`src/design/napbc_pkg.sv`:
```
// shared constants, types and the cosine table of the all-pole biquad cascade
// used by napbc_mul, napbc_sqrt and the top level; no dependencies
`default_nettype none

package napbc_pkg;

	localparam int POLES     = 3;
	localparam int JW        = (POLES > 1) ? $clog2(POLES) : 1;
	localparam int HW        = JW + 1;

	localparam int ONE_Q16   = 65536;
	localparam int ANGLE_MAX = 411566;
	localparam int OUT_CLIP  = 6553600;
	localparam int TURN_K    = 667544;
	localparam int TINY_Q32  = 4295;
	localparam int GAIN_MAX  = 131072;
	localparam int STAB_LIM  = 65536;
	// floor(m / 1000) == (m * RECIP_K) >> RECIP_SH for m up to STAB_LIM
	localparam int RECIP_K   = 134218;
	localparam int RECIP_SH  = 27;

	localparam logic [47:0] HIST_MAX = 48'h7FFF_FFFF_FFFF;
	localparam logic [40:0] TG_MAX   = 41'h100_0000_0000;

	localparam int MA_W   = 49;
	localparam int MB_W   = 23;
	localparam int MQ_W   = 55;
	localparam int RAW_W  = 54;
	localparam int SQ_W   = 57;
	localparam int ROOT_W = 29;

	localparam logic [1:0] REG_GAIN = 2'd0;
	localparam logic [1:0] REG_NORM = 2'd1;
	localparam logic [1:0] REG_TRIM = 2'd2;

	typedef enum logic [4:0] {
		ST_IDLE,
		ST_PHASE,
		ST_INTERP,
		ST_RC,
		ST_RR,
		ST_BC,
		ST_UU,
		ST_UC,
		ST_UCK,
		ST_KK,
		ST_TG,
		ST_SQRT,
		ST_BLEND,
		ST_GAIN,
		ST_SCALE,
		ST_FA,
		ST_FB,
		ST_OUT
	} seq_state_t;

	typedef struct packed {
		logic                    start;
		logic signed [MA_W-1:0]  a;
		logic signed [MB_W-1:0]  b;
	} mul_req_t;

	typedef struct packed {
		logic                    done;
		logic signed [MQ_W-1:0]  q;
		logic [RAW_W-1:0]        raw;
	} mul_rsp_t;

	typedef struct packed {
		logic                    done;
		logic [ROOT_W-1:0]       root;
	} sqrt_rsp_t;

	// quarter-wave cosine, steps of pi/32
	function automatic logic [16:0] cos_tab(input logic [4:0] s);
		logic [16:0] v;
		case (s)
			5'd0:    v = 17'd65536;
			5'd1:    v = 17'd65220;
			5'd2:    v = 17'd64277;
			5'd3:    v = 17'd62714;
			5'd4:    v = 17'd60547;
			5'd5:    v = 17'd57798;
			5'd6:    v = 17'd54491;
			5'd7:    v = 17'd50660;
			5'd8:    v = 17'd46341;
			5'd9:    v = 17'd41576;
			5'd10:   v = 17'd36410;
			5'd11:   v = 17'd30893;
			5'd12:   v = 17'd25080;
			5'd13:   v = 17'd19024;
			5'd14:   v = 17'd12785;
			5'd15:   v = 17'd6424;
			default: v = 17'd0;
		endcase
		return v;
	endfunction

endpackage

`default_nettype wire

```
`src/design/napbc_mul.sv`:
```
// shared q16 multiplier: 48 x 22 bit magnitudes in two partial products
// depends on napbc_pkg; result rounds to nearest, ties away from zero
`default_nettype none

module napbc_mul (
	input  wire logic                clk,
	input  wire logic                arst_n,
	input  wire napbc_pkg::mul_req_t req,
	output napbc_pkg::mul_rsp_t      rsp
);

	logic [47:0]                       ma_q;
	logic [21:0]                       mb_q;
	logic                              neg_q;
	logic [45:0]                       lo_q;
	logic [45:0]                       hi_q;
	logic [1:0]                        step_q;
	logic                              busy_q;
	logic                              done_q;
	logic signed [napbc_pkg::MQ_W-1:0] q_q;
	logic [napbc_pkg::RAW_W-1:0]       raw_q;
	logic [48:0]                       a_abs;
	logic [22:0]                       b_abs;
	logic [69:0]                       full;
	logic [69:0]                       rnd;

	assign a_abs = req.a[48] ? 49'(-req.a) : 49'(req.a);
	assign b_abs = req.b[22] ? 23'(-req.b) : 23'(req.b);
	assign full  = {hi_q, 24'd0} + 70'(lo_q);
	assign rnd   = full + 70'd32768;

	always_ff @(posedge clk or negedge arst_n) begin
		if (!arst_n) begin
			busy_q <= 1'b0;
			step_q <= 2'd0;
			done_q <= 1'b0;
		end else begin
			done_q <= 1'b0;
			if (req.start) begin
				busy_q <= 1'b1;
				step_q <= 2'd0;
			end else if (busy_q) begin
				if (step_q == 2'd2) begin
					busy_q <= 1'b0;
					done_q <= 1'b1;
				end else begin
					step_q <= step_q + 2'd1;
				end
			end
		end
	end

	always_ff @(posedge clk) begin
		if (req.start) begin
			ma_q  <= a_abs[47:0];
			mb_q  <= b_abs[21:0];
			neg_q <= req.a[48] ^ req.b[22];
		end else if (busy_q) begin
			case (step_q)
				2'd0: lo_q <= 46'(ma_q[23:0]) * 46'(mb_q);
				2'd1: hi_q <= 46'(ma_q[47:24]) * 46'(mb_q);
				default: begin
					q_q   <= neg_q ? -$signed({1'b0, rnd[69:16]}) : $signed({1'b0, rnd[69:16]});
					raw_q <= full[69:16];
				end
			endcase
		end
	end

	assign rsp.done = done_q;
	assign rsp.q    = q_q;
	assign rsp.raw  = raw_q;

endmodule

`default_nettype wire

```
`config.mk`:
```
export PLATFORM = sky130hd
export DESIGN_NAME = napbc_mul
export DESIGN_NICKNAME = d
export VERILOG_FILES = /design/src/design/napbc_pkg.sv /design/src/design/napbc_mul.sv
export SDC_FILE = /design/constraint.sdc
export NUM_CORES = 2
export LEC_CHECK = 0
export ABC_AREA = 1
export BUFFER_PORTS_ARGS = -buffer_cell sky130_fd_sc_hd__buf_4
export CORE_ASPECT_RATIO = 0.75
export CORE_UTILIZATION = 66
export DETAILED_ROUTE_END_ITERATION = 8
export PLACE_DENSITY = 0.84
export SKIP_LAST_GASP = 1
export SLEW_MARGIN = 10
export SYNTH_ARGS = -nofsm -noshare
export SYNTH_HDL_FRONTEND = slang
export SYNTH_SLANG_ARGS = --single-unit
```
`constraint.sdc`:
```
create_clock -name clk -period 12 [get_ports clk]
set_input_delay 0.6 -clock clk [delete_from_list [all_inputs] [get_ports clk]]
set_output_delay 0.6 -clock clk [all_outputs]
set_load 0.005 [all_outputs]
```
==> summary.txt <==
Clock tree
  • Worst-path clk slew: 60 ps
  • Sink Count: 261
  • Cts bufs inserted: 26
  • Clock buffer depth: 3
  • CTS HTree Levels: 1
  • Post-CTS sizing: 0
  • Clock latency on the worst-skew pair: 600 ps
  • Root Buffer: clkbuf_16
  • CTS tree: done

Worst setup path
  • CP Launch Type: register
  • R2R depth: 24
  • Critical path peak fanout: 40
  • Crit Reg-Reg Startpoint: mb_q[2]
  • CP max-delay cell: fa_1
  • CP Cell Sequence: buf_4 > nand2_1 > fa_1 > fa_1 > fa_1 > inv_1 > fa_1 > ha_1 > fa_1 > inv_1 > fa_1 > inv_1 > ha_1 > a21oi_1 > inv_1 > a31oi_1 > a21boi_0 > o21ai_0 > a21boi_0 > o21ai_0 > a21boi_0 > o21bai_1 > a21oi_1 > xor2_1
  • Reg-to-Reg End: hi_q[42]
  • Crit path buf inv count: 5
  • CP Depth: 24
  • Reg2reg setup slack: 4390 ps
  • Max stage delay on crit path: 560 ps
  • Kind of critical path: register to register
  • Setup crit end kind: register
  • Worst path arrival time: 7940 ps
  • Required time worst endpoint: 12330 ps
  • Most used cell, CP: fa_1
  • CP top delay family: adder cells

Timing
  • Skew final: 24.8 ps
  • Tcrit/Tclk final: 63.4%
  • Final number of max-transition violations: 0
  • Setup TNS Final: 0 ps
  • Setup violators final: 0
  • Unrepaired setup endpoints after global routing: no
  • FMAX: 0.131 GHz
  • Post-route minimum period: 7610 ps
  • Slew margin rel.: 20.0%
  • Final Hold Vio Count: 0
  • Worst slew pin tran: 1200 ps

Floorplan
  • Die X-Extent: 322 um
  • Die area: 78000 um^2
  • Starting Density: 67.1%
  • FP Rows: 87
  • IO Pins: 185
  • Core area: 75700 um^2
  • Die Height: 242 um

Outcome
  • Status: finished, final reports clean

Cells and area
  • Final nets: 7725
  • Area grow syn2layout: 5.92%
  • Share of cells above drive strength 1: 6.93%
  • Final design utilization: 71.1%

Hold path
  • Hold Crit Class: input pin to register
  • Hold_sp: req[23]
  • Worst hold endpoint: ma_q[0]
  • Hold depth: 1

Placed design
  • Gp weighted congestion: 0.959
  • DP Wirelength: 109000 um
  • IO Port Bufs: 184

Synth
  • Synth top area share: 34.5%
  • Synthesized cell area: 50800 um^2
  • Yosys warning count: 0
  • Asr flop ratio synth: 1.53%
  • Number of synthesized register bits: 261
  • Avg Inst Size Synth: 7.94 um^2
  • Synth cell types: 54
  • Top FF cell, synth: edfxtp_1
  • EDFF count, synth: 257
  • Yosys top cell by area: fa_1
  • Commonest cells in the netlist: nand2_1, inv_1, fa_1
  • Synth Net Count: 7688
  • Syn Inst Count: 6391
  • Seq/Total Area, Yosys: 15.4%
  • Most area-consuming cells after synthesis: fa_1, edfxtp_1, nand2_1
  • Top-count cell post-synth: nand2_1

Flow run
  • Maxcap violations: 0

Detailed routing
  • DR WL/cell: 18.4 um
  • Iter 0 DRT Violations: 4183
  • Number of remaining DRC errors: 0
  • Vias per std cell: 5.47
  • Routed Antenna Nets: 0
  • Via count: 40900
  • Pre-Repair DR Iteration Count: 6
  • Final WL: 137000 um

Global routing
  • Tot GR Track Use: 36.6%
  • Total congestion overflow: 0
  • First-pass GRT wire length: 222000 um
  • Initial antenna violation count: 2
  • Vias in the first global route: 42000
  • Largest net degree at the start of global routing: 83
## stage by stage
stage / hold slack [ps] / cell area [um^2] / setup slack [ps] / std cells
2_1_floorplan: 304 / 50800 / 3140 / 6391
3_3_place_gp: 399 / 52900 / 4640 / 7422
3_5_place_dp: 401 / 52900 / 4450 / 7422
4_1_cts: 188 / 53800 / 4450 / 7470
5_1_grt: 197 / 53800 / 3990 / 7470
6_report: 213 / 53800 / 4390 / 7471
## cell type report
type,instances,area [um^2]
clock buffer,30,666
fill,5850,21900
inverter,1701,6380
antenna,1,2.50
timing repair buffer,228,1710
sequential,261,7820
multi-input combinational,4210,35700
tap,1023,1280
clock inverter,17,154
## logic make-up (layout without fill, tap and decap cells)
logic type | after synthesis | count (layout) | synth area share (%)
and+or+nand+nor | 2494 | 2494 | 20.5
buffers and inverters | 1920 | 1976 | 14.2
adders and majority gates | 1222 | 1222 | 43.0
AOI/OAI and AO/OA | 281 | 281 | 3.12
DFF | 261 | 261 | 15.4
xor gates and xnor gates | 213 | 213 | 3.69
other | 0 | 1 | 0
## per-layer routing
layer  share of wire, %  vias up  GRT usage, %
li1                   -    18800             -
met1                 41    19300          52.6
met2                 41     2495          53.5
met3                 15      314          12.7
met4                2.8        0          8.64
met5                  0        -             0
## placed cells by master, fill, tap and decap left out, types with 57 or more instances in the layout
cell	n
buf_4	227
nor2_1	299
xor2_1	137
xnor2_1	75
nand3_1	141
nand2_2	57
ha_1	348
o21ai_0	64
edfxtp_1	257
fa_1	874
a21oi_1	134
inv_1	1677
nand2_1	1761
## worst reg2reg max path: stages, from the launching register on
cell and delay (ps):
edfxtp_1 510, buf_4 520, nand2_1 200, fa_1 560, fa_1 440, fa_1 540, inv_1 50, fa_1 480
ha_1 310, fa_1 490, inv_1 50, fa_1 490, inv_1 50, ha_1 360, a21oi_1 170, inv_1 70
a31oi_1 120, a21boi_0 360, o21ai_0 210, a21boi_0 340, o21ai_0 200, a21boi_0 360, o21bai_1 180, a21oi_1 200
xor2_1 80
## what timing repair did
action                     4_1_cts  5_1_grt
setup endpoints to repair        0        0
hold endpoints to repair         4        0
hold buffers                     1        0
buffers inserted                 0        0
## how the worst max path moves through the flow
stage	slack, ps	startpoint	to
2_1_floorplan	3140	req[72]	q_q[0]
3_3_place_gp	4640	mb_q[2]	hi_q[41]
3_5_place_dp	4450	mb_q[2]	hi_q[41]
4_1_cts	4450	mb_q[2]	hi_q[41]
5_1_grt	3990	mb_q[2]	hi_q[42]
6_report	4390	mb_q[2]	hi_q[42]
## flip-flops by register name, indices dropped and copies added (netlist names)
name and count:
busy_q 1, done_q 1, hi_q 46, lo_q 31
ma_q 48, mb_q 22, neg_q 1, q_q 55
raw_q 54, step_q 2
Power is left out: the tool's default activity adds up to more than one toggle a clock period on the data nets, which glitch-free logic cannot reach.
