==> config.mk <==
export PLATFORM = sky130hd
export DESIGN_NAME = napbc_sqrt
export DESIGN_NICKNAME = d
export VERILOG_FILES = /design/src/design/napbc_pkg.sv /design/src/design/napbc_sqrt.sv
export SDC_FILE = /design/constraint.sdc
export NUM_CORES = 1
export LEC_CHECK = 0
export ABC_AREA = 1
export BUFFER_PORTS_ARGS = -buffer_cell sky130_fd_sc_hd__buf_2
export CORE_ASPECT_RATIO = 0.9
export CORE_MARGIN = 3
export CORE_UTILIZATION = 45
export CTS_CLUSTER_SIZE = 10
export DETAILED_ROUTE_END_ITERATION = 10
export SETUP_SLACK_MARGIN = 0.4
export SLEW_MARGIN = 25
export SYNTH_ARGS = -nofsm -noshare
export SYNTH_HDL_FRONTEND = slang
export SYNTH_SLANG_ARGS = --single-unit
==> constraint.sdc <==
create_clock -name clk -period 5.58 [get_ports clk]
set_clock_uncertainty 0.1 [all_clocks]
set_input_delay 0.558 -clock clk [delete_from_list [all_inputs] [get_ports clk]]
set_output_delay 0.558 -clock clk [all_outputs]
set_load 0.05 [all_outputs]
==> src/design/napbc_pkg.sv <==
// shared constants, types and the cosine table of the all-pole biquad cascade
// used by napbc_mul, napbc_sqrt and the top level; no dependencies
`default_nettype none

package napbc_pkg;

	localparam int POLES     = 3;
	localparam int JW        = (POLES > 1) ? $clog2(POLES) : 1;
	localparam int HW        = JW + 1;

	localparam int ONE_Q16   = 65536;
	localparam int ANGLE_MAX = 411566;
	localparam int OUT_CLIP  = 6553600;
	localparam int TURN_K    = 667544;
	localparam int TINY_Q32  = 4295;
	localparam int GAIN_MAX  = 131072;
	localparam int STAB_LIM  = 65536;
	// floor(m / 1000) == (m * RECIP_K) >> RECIP_SH for m up to STAB_LIM
	localparam int RECIP_K   = 134218;
	localparam int RECIP_SH  = 27;

	localparam logic [47:0] HIST_MAX = 48'h7FFF_FFFF_FFFF;
	localparam logic [40:0] TG_MAX   = 41'h100_0000_0000;

	localparam int MA_W   = 49;
	localparam int MB_W   = 23;
	localparam int MQ_W   = 55;
	localparam int RAW_W  = 54;
	localparam int SQ_W   = 57;
	localparam int ROOT_W = 29;

	localparam logic [1:0] REG_GAIN = 2'd0;
	localparam logic [1:0] REG_NORM = 2'd1;
	localparam logic [1:0] REG_TRIM = 2'd2;

	typedef enum logic [4:0] {
		ST_IDLE,
		ST_PHASE,
		ST_INTERP,
		ST_RC,
		ST_RR,
		ST_BC,
		ST_UU,
		ST_UC,
		ST_UCK,
		ST_KK,
		ST_TG,
		ST_SQRT,
		ST_BLEND,
		ST_GAIN,
		ST_SCALE,
		ST_FA,
		ST_FB,
		ST_OUT
	} seq_state_t;

	typedef struct packed {
		logic                    start;
		logic signed [MA_W-1:0]  a;
		logic signed [MB_W-1:0]  b;
	} mul_req_t;

	typedef struct packed {
		logic                    done;
		logic signed [MQ_W-1:0]  q;
		logic [RAW_W-1:0]        raw;
	} mul_rsp_t;

	typedef struct packed {
		logic                    done;
		logic [ROOT_W-1:0]       root;
	} sqrt_rsp_t;

	// quarter-wave cosine, steps of pi/32
	function automatic logic [16:0] cos_tab(input logic [4:0] s);
		logic [16:0] v;
		case (s)
			5'd0:    v = 17'd65536;
			5'd1:    v = 17'd65220;
			5'd2:    v = 17'd64277;
			5'd3:    v = 17'd62714;
			5'd4:    v = 17'd60547;
			5'd5:    v = 17'd57798;
			5'd6:    v = 17'd54491;
			5'd7:    v = 17'd50660;
			5'd8:    v = 17'd46341;
			5'd9:    v = 17'd41576;
			5'd10:   v = 17'd36410;
			5'd11:   v = 17'd30893;
			5'd12:   v = 17'd25080;
			5'd13:   v = 17'd19024;
			5'd14:   v = 17'd12785;
			5'd15:   v = 17'd6424;
			default: v = 17'd0;
		endcase
		return v;
	endfunction

endpackage

`default_nettype wire

==> src/design/napbc_sqrt.sv <==
// iterative integer square root, one result bit per cycle
// depends on napbc_pkg; operand below 2^57
`default_nettype none

module napbc_sqrt (
	input  wire logic                      clk,
	input  wire logic                      arst_n,
	input  wire logic                      start,
	input  wire logic [napbc_pkg::SQ_W-1:0] v,
	output napbc_pkg::sqrt_rsp_t           rsp
);

	logic [napbc_pkg::SQ_W-1:0] v_q;
	logic [napbc_pkg::SQ_W-1:0] res_q;
	logic [napbc_pkg::SQ_W-1:0] bit_q;
	logic [napbc_pkg::SQ_W-1:0] trial;
	logic                       busy_q;
	logic                       done_q;

	assign trial = res_q + bit_q;

	always_ff @(posedge clk or negedge arst_n) begin
		if (!arst_n) begin
			busy_q <= 1'b0;
			done_q <= 1'b0;
		end else begin
			done_q <= 1'b0;
			if (start) begin
				busy_q <= 1'b1;
			end else if (busy_q && bit_q[0]) begin
				busy_q <= 1'b0;
				done_q <= 1'b1;
			end
		end
	end

	always_ff @(posedge clk) begin
		if (start) begin
			v_q   <= v;
			res_q <= '0;
			bit_q <= {1'b1, {(napbc_pkg::SQ_W-1){1'b0}}};
		end else if (busy_q) begin
			if (v_q >= trial) begin
				v_q   <= v_q - trial;
				res_q <= (res_q >> 1) + bit_q;
			end else begin
				res_q <= res_q >> 1;
			end
			bit_q <= bit_q >> 2;
		end
	end

	assign rsp.done = done_q;
	assign rsp.root = res_q[napbc_pkg::ROOT_W-1:0];

endmodule

`default_nettype wire

==> results.txt <==
R2r setup slk = 0.67 ns
Worst hold path cell count = 3
Synth area leaders = nand2_1 (21%), dfxtp_1 (9.9%), edfxtp_1 (9.9%)
TritonCTS clock tree = done
Switching part of the total power = 54.0%
Routed vias/inst = 5.65
Die width = 213 microns
Avg Synthesized Cell Area = 5.71 sq um
Internal power = 4.45 mW
Post-Syn Instances = 3,035
#FFs+latches synth = 145
Num CTS Buffers = 17
WHS Endpoint = v_q[36]$_DFFE_PP_
Placed wire-length estimate = 58,200 microns
Routed WL = 71,100 microns
Row cnt = 67
Crit start category = register
Yosys cell types = 47
Max-Cap Viols = 0
CP max FO = 8
Largest net degree at the start of global routing = 86
Nets = 3,249
Final setup TNS = 0 ns
Worst-Skew Late Latency = 0.47 ns
Grt ovf = 0
Multi-input gate area = 11,700 sq um
Min Tclk post-route = 4.91 ns
Final setup viols = 0
Via count = 20,148
Antenna violations before repair = 1
Max clock buf depth = 2
CORE AREA = 37,600 sq um
CTS root buf = clkbuf_16
Top cell type's share of synthesized area = 20.8%
CP Data Arrival Time = 5.03 ns
Fraction of layout cells with a size suffix above 1 = 6.32%
Unrepaired setup endpoints after global routing = no
Area delta synth->final = 8.11%
Worst setup EP type = register
Reg2reg end = v_q[45]$_DFFE_PP_
CP required = 5.70 ns
Post-Synthesis Cell Area = 17,300 sq um
RR Startpoint = res_q[4]$_SDFFE_PP0P_
Starting Density = 46.1%
Final antenna diode count = 0
Initial detailed-routing violation count = 2,573
CTS Sinks = 145
Fmax = 204 MHz
Yosys warning total = 0
Crit. Startpoint = res_q[4]$_SDFFE_PP0P_
Seq pwr share = 19.6%
Vias in the first global route = 17,869
Clk pwr share = 12.8%
Htree depth = 4
Gpl congestion = 1.16
Number of fill cells = 4,154
GRT Total Usage = 34.1%
Area leader, netlist = nand2_1
Max-slew headroom = 30.4%
Worst Tran Pin Value = 1.04 ns
Reg clk slew, reported paths = 0.07 ns
IR Drop Worst-Case VDD = 386 uV
Setup Buffers After CTS = 0
Drt drc = 0
Combinational share of power = 67.6%
Remaining antenna violation count = 0
Pwr dens = 517 nW/um^2
IO Port Bufs = 89
Register area = 3490 sq um
Worst Reg-to-Reg Cells = 20
HP Start = v[36]
Layout Utilization = 49.8%
Kind of critical path = reg2reg
Boundary Pins = 90
Syn Nets = 3,211
Crit share post-route = 88.0%
Die extent in y = 192 microns
DRT Pass-1 Iters = 6
Max-slew violations = 0
Worst hold slack = 0.255 ns
First-pass GRT wire length = 106,000 microns
Post-synthesis sequential area ratio = 20.1%
Final Hold Violating Endpoints = 0
Switching power = 5.24 mW
Outcome = completed
Hold Crit Class = in2reg
Die Area = 40,900 sq um
LEAKAGE = 8.81 nW
WL/cell = 19.9 microns
## cells in the final DEF (no fill, tap or decap), drive strengths merged, types with 2 or more instances in the layout
| cell type | netlist | final |
|---|---|---|
| nand3 | 298 | 298 |
| o211ai | 4 | 4 |
| edfxtp | 57 | 57 |
| a21oi | 206 | 206 |
| a21boi | 5 | 5 |
| xnor2 | 48 | 48 |
| clkbuf | 41 | 21 |
| ha | 115 | 115 |
| inv | 427 | 431 |
| bufinv | 0 | 2 |
| o21bai | 23 | 23 |
| nand3b | 13 | 13 |
| nor2 | 355 | 355 |
| nor4 | 8 | 8 |
| a21o | 7 | 7 |
| nor3 | 33 | 33 |
| o21a | 4 | 4 |
| a31oi | 5 | 5 |
| clkinv | 0 | 5 |
| nand4 | 38 | 38 |
| dfxtp | 86 | 86 |
| a31o | 2 | 2 |
| dfrtp | 2 | 2 |
| nand2 | 964 | 964 |
| xor2 | 41 | 41 |
| buf | 60 | 119 |
| or2 | 14 | 14 |
| o21ai | 172 | 172 |
## state kept, by name (all words and copies together) (netlist names)
name and flops:
res_q 57, v_q 57, bit_q 29, busy_q 1
done_q 1
## cell usage after synthesis (all sizes together)
library cell,n
a21oi,206
a32o,1
nand3,298
xnor2,48
a21boi,5
o211ai,4
nor3,33
nand4,38
o2111ai,1
o21bai,23
clkbuf,41
o21a,4
a31oi,5
fa,1
or2,14
o22ai,1
edfxtp,57
ha,115
nor4,8
nand2,964
a21o,7
and2,1
dfrtp,2
nor2,355
a211oi,1
dfxtp,86
buf,60
and3,1
a31o,2
inv,427
nand3b,13
o21ai,172
xor2,41
## worst max-delay path: stages, from the launching register on
cell and delay [ns]:
dfxtp_1 0.41, ha_1 0.38, nand2_1 0.10, o21ai_0 0.26, a21oi_1 0.13, o21ai_1 0.43, a21oi_1 0.20, o21ai_0 0.39
xnor2_1 0.15, ha_1 0.42, nand2_1 0.10, inv_1 0.08, nand2_1 0.13, nor2_1 0.13, inv_1 0.11, nor3_1 0.42
nand4_1 0.31, nand3_1 0.17, nand2_1 0.06, nand3_1 0.09, nand2_1 0.07
## final cells by class
type	instances	share of cell area [%]
flip-flops and latches	145	18.6
inverters	427	8.55
clock buffers	21	2.52
repair buffers	120	3.98
clock inverters	11	0.674
multi-input cells	2362	62.5
well taps	483	3.22
## timing repair
item / 4_1_cts / 5_1_grt
resized for setup: 0 / 8
hold endpoints to repair: 2 / 0
setup endpoints to repair: 0 / 120
hold buffers: 1 / 0
## power groups by stage
stage	sequential (mW)	clock [mW]	combinational [mW]
3_3_place_gp	1.91	0	6.34
3_5_place_dp	1.91	0	6.40
2_1_floorplan	1.77	0	4.69
6_report	1.89	1.24	6.56
4_1_cts	1.89	1.25	6.44
5_1_grt	1.92	1.29	7.27
## logic make-up (layout without fill, tap and decap cells)
logic type / count (synthesis) / in the layout / share of synthesized area, %
AO/OA/AOI/OAI: 432 / 432 / 13.3
XOR/XNOR: 89 / 89 / 4.50
adder cells (fa/ha/maj): 116 / 116 / 8.41
buffers and inverters: 528 / 579 / 12.4
flip-flops: 145 / 145 / 20.1
AND/OR/NAND/NOR: 1725 / 1725 / 41.3
## worst max path at each step
stage                                        end  slack, ns
after floorplan                 v_q[0]$_DFFE_PP_       0.59
after global placement         v_q[54]$_DFFE_PP_       0.59
after detailed placement       v_q[54]$_DFFE_PP_       0.54
after CTS                 res_q[51]$_SDFFE_PP0P_       0.49
after global routing       res_q[7]$_SDFFE_PP0P_       0.43
final                          v_q[45]$_DFFE_PP_       0.67
## layer usage
metal	up-vias	part of all wire (%)	GRT usage (%)
met5	-	0	0
met4	0	2.7	9.70
met3	98	11	8.12
met2	968	40	48.0
met1	9263	47	51.0
li1	9819	-	-
## metrics by stage
step / cell area [sq um] / setup slack [ns] / total power, mW / std cells
global placement: 18100 / 0.591 / 8.25 / 3536
detailed placement: 18100 / 0.542 / 8.31 / 3536
floorplan: 17300 / 0.592 / 6.46 / 3035
CTS: 18700 / 0.494 / 9.58 / 3569
finish: 18700 / 0.668 / 9.69 / 3569
global route: 18700 / 0.426 / 10.5 / 3569
Note: power is estimated with default switching activity, not from simulation.
